**src/ifdr_cell.sv**
```systemverilog
`timescale 1ns / 1ps
// One restoring-division step: test the remainder against the divisor shifted
// by K. The top cell (K == QB) only flags a quotient that overflows QB bits.
module ifdr_cell #(
   parameter int CW = 34,
   parameter int DW = 15,
   parameter int QB = 15,
   parameter int K  = 0
) (
   input  logic          clock,
   input  logic          adv,
   input  logic [CW-1:0] rem_i,
   input  logic [DW-1:0] d_i,
   input  logic [QB-1:0] q_i,
   input  logic          sat_i,
   output logic [CW-1:0] rem_o,
   output logic [DW-1:0] d_o,
   output logic [QB-1:0] q_o,
   output logic          sat_o
);
   logic [CW-1:0] rem_ff, rem_in, dsh;
   logic [DW-1:0] d_ff;
   logic [QB-1:0] q_ff, q_in;
   logic          sat_ff, sat_in;
   logic          ge;

   assign dsh = CW'(d_i) << K;
   assign ge  = rem_i >= dsh;

   if (K == QB) begin : g_sat
      assign rem_in = rem_i;
      assign q_in   = q_i;
      assign sat_in = sat_i | ge;
   end else begin : g_bit
      assign rem_in = ge ? rem_i - dsh : rem_i;
      assign q_in   = q_i | (QB'(ge) << K);
      assign sat_in = sat_i;
   end

   always_ff @(posedge clock) begin
      if (adv) begin
         rem_ff <= rem_in;
         d_ff   <= d_i;
         q_ff   <= q_in;
         sat_ff <= sat_in;
      end
   end

   assign rem_o = rem_ff;
   assign d_o   = d_ff;
   assign q_o   = q_ff;
   assign sat_o = sat_ff;
endmodule

```
**config.mk**
```make
export PLATFORM = sky130hd
export DESIGN_NAME = ifdr_cell
export DESIGN_NICKNAME = d
export VERILOG_FILES = /design/src/ifdr_cell.sv
export SDC_FILE = /design/constraint.sdc
export NUM_CORES = 1
export LEC_CHECK = 0
export BUFFER_PORTS_ARGS = -buffer_cell sky130_fd_sc_hd__buf_2
export CAP_MARGIN = 20
export CELL_PAD_IN_SITES_DETAIL_PLACEMENT = 1
export CELL_PAD_IN_SITES_GLOBAL_PLACEMENT = 2
export CORE_MARGIN = 5
export CORE_UTILIZATION = 33
export CTS_BUF_LIST = sky130_fd_sc_hd__clkbuf_4 sky130_fd_sc_hd__clkbuf_8
export CTS_CLUSTER_SIZE = 10
export DETAILED_ROUTE_END_ITERATION = 16
export PLACE_DENSITY = 0.95
export SYNTH_ARGS = -nofsm -noshare
export SYNTH_HDL_FRONTEND = slang
export SYNTH_SLANG_ARGS = --single-unit
```
**constraint.sdc**
```tcl
create_clock -name clock -period 4.7 [get_ports clock]
set_input_delay 0.94 -clock clock [delete_from_list [all_inputs] [get_ports clock]]
set_output_delay 0.94 -clock clock [all_outputs]
set_load 0.01 [all_outputs]
```
==> results.yml <==
status:
  status: "finished clean"
logic_synthesis:
  synthArstFlopShare_pct: 0
  postSynthCellCount: 275
  yosysUniqueCellTypes: 45
  synth_warnings: 0
  netlist_area_mm2: 0.00332
  synth_edf_count: 65
  synth_nets: 358
  ys_seq_area_share_pct: 58.7
  netlist.area_leader.share_pct: 58.7
  synth_ff_type: "edfxtp_1"
  synthTopCellsByArea: "edfxtp_1 59%, xnor2_1 5.8%, ha_1 5.6%"
  synth_top_area_cell: "edfxtp_1"
  synth.avg_cell_area_um2: 12.1
  ys_ff_latch: 65
sta:
  period_minus_slack_ns: 3.46
  hold_violations: 0
  period_share_pct: 73.6
  setup_viol: 0
  worst_slew_pin_slew_ns: 1.02
  final_max_slew_viol_count: 0
  rsz0062_at_grt: "no"
  max-slew-margin-rel_pct: 32.0
  setup-tns-final_ns: 0
  hold_slack_ns: 0.767
  fmax_ghz: 0.289
grt:
  grt_max_degree: 45
  grtUsageTotal_pct: 14.7
  gr-total-overflow: 0
  grt_pass1_wl_um: 13500
  grt_pass1_vias: 2742
  antenna_found_initial: 1
clock_network:
  hold_buffers: 0
  cts_tree: "built"
  cts_root_buf: "clkbuf_8"
  clkTransAtPathRegs_ns: 0.08
  clock-sinks: 65
  post_cts_buffers: 0
  ctsResizeCount: 0
  ctsHtreeMaxLevel: 3
  cts_buffers: 9
  cts_buffer_depth: 2
route:
  wire_per_inst_um: 16.2
  drc: 0
  drt_iter0_markers: 153
  detail_route.wirelength_um: 8940
  vias: 2627
  ant_nets: 0
  routed_via_density: 4.77
  dr.pass1.iters: 4
pwr:
  swShare_pct: 25.5
  cellPowerDensity_mw_per_mm2: 361
  pwr-share-comb_pct: 17.3
  seqPwrFrac_pct: 45.7
  p_sw_uw: 403
  p_clk_share_pct: 37.0
  p_int_mw: 1.17
  leakage_nw: 1.82
  irDropWorstVdd_v: 0.000140
setup_path:
  arrival_ns: 3.56
  cpLargestDelayFamily: "simple AND/OR/NAND/NOR gates"
  cp_cell_sequence: "buf_2 > inv_1 > ha_1 > a21o_1 > nand2b_1 > o21ai_0 > a211o_1 > a21bo_2 > nor3b_1 > nand4b_1 > xnor2_1"
  critPathRequiredTime_ns: 4.80
  cp.depth: 11
  cp_num_buf_inv: 2
  max_stage_delay_ns: 0.67
  cp-startpoint: "d_i[4]"
  crit_fanout: 5
  crit_end: "rem_o[31]$_DFFE_PP_"
  worst_setup_path_start_kind: "input port"
  slowest_stage: "nor3b_1"
  criticalPathCategory: "in -> reg"
  end_kind: "flop"
layout:
  fin_nets: 496
  layout-drive-gt1-share_pct: 38.0
  final_common_cell: "buf_2"
  syn_to_final_growth_pct: 31.3
  design_area_mm2: 0.00436
  final_cell_mix: "131 x buf_2, 65 x edfxtp_1, 34 x nand2_1"
  antenna_cells: 0
floorplanning:
  start_util_pct: 33.8
  ios: 132
  die_w_um: 110
  rows: 36
  die_h_um: 110
  die-area_mm2: 0.0122
  core_area_mm2: 0.00982
job:
  cap_violations: 0
min_path:
  hold_path_class: "in -> reg"
placed_design:
  portBuffers: 131
  dp_hpwl_um: 6950
  dpl_cell_area_mm2: 0.00412
  place_congestion: 0.848
==> power groups by stage <==
stage / clock network [mW] / registers, mW / logic, mW
after floorplan: 0 / 0.768 / 0.109
after global placement: 0 / 0.732 / 0.269
after detailed placement: 0 / 0.735 / 0.276
after CTS: 0.608 / 0.722 / 0.278
after global routing: 0.637 / 0.726 / 0.302
final: 0.584 / 0.721 / 0.273
==> state kept, by name, indices dropped and copies added (netlist names) <==
signal / flops
d_o: 15
q_o: 15
sat_o: 1
rem_o: 34
==> cell type report <==
class / count / area [um^2]
Clock buffer: 9 / 124
Timing Repair Buffer: 133 / 671
Clock inverter: 7 / 119
Inverter: 17 / 63.8
Multi-Input combinational cell: 187 / 1270
Sequential cell: 65 / 1950
Tap cell: 133 / 166
Fill cell: 1142 / 5460
==> worst min-delay path by stage <==
stage / startpoint / endpoint / slack [ns] / depth (start not counted)
5_1_grt: q_i[6] / q_o[6]$_DFFE_PP_ / 0.73 / 1
3_3_place_gp: q_i[10] / q_o[10]$_DFFE_PP_ / 1.12 / 1
4_1_cts: q_i[10] / q_o[10]$_DFFE_PP_ / 0.74 / 1
3_5_place_dp: q_i[10] / q_o[10]$_DFFE_PP_ / 1.12 / 1
2_1_floorplan: d_i[0] / d_o[0]$_DFFE_PP_ / 1.04 / 0
6_report: q_i[10] / q_o[10]$_DFFE_PP_ / 0.77 / 1
==> synthesized netlist by cell type, drive strengths merged (2+ instances only) <==
cell     n
a21o     4
a21oi   14
and4b    2
buf      4
clkbuf   2
edfxtp  65
ha      15
inv     17
nand2   34
nand2b   4
nand3    3
nand3b   2
nand4    2
nand4b   2
nor2    13
nor3     4
nor3b    2
nor4     7
o211ai   2
o21a     2
o21ai   22
or2      3
or3      3
xnor2   22
xor2    10
==> kinds of logic (layout without fill, tap and decap cells) <==
kind of cell | Yosys count | after routing | share of synthesized area, %
xor+xnor | 32 | 32 | 8.43
simple gates | 86 | 86 | 13.1
fa+ha+maj | 16 | 16 | 6.25
compound gates | 53 | 53 | 10.4
buf+inv | 23 | 166 | 3.13
flops | 65 | 65 | 58.7
==> metrics by stage <==
stage                     setup slack, ns  total power [mW]  utilization [%]  cells
after global routing                 1.10              1.67             44.4    551
final                                1.24              1.58             44.4    551
after floorplan                      1.41             0.877                -    275
after detailed placement            0.958              1.01             42.0    535
after CTS                            1.25              1.61             44.4    551
after global placement               1.03              1.00             42.0    535
==> per-layer routing <==
metal  up-vias  share of wire [%]  global-route usage (%)
li1       1277                  -                       -
met3        12                8.4                    5.82
met5         -               0.11                       0
met2        82                 51                    26.6
met4         2               0.98                    3.43
met1      1254                 39                    16.1
No activity file was read; power rests on OpenSTA's default activity.
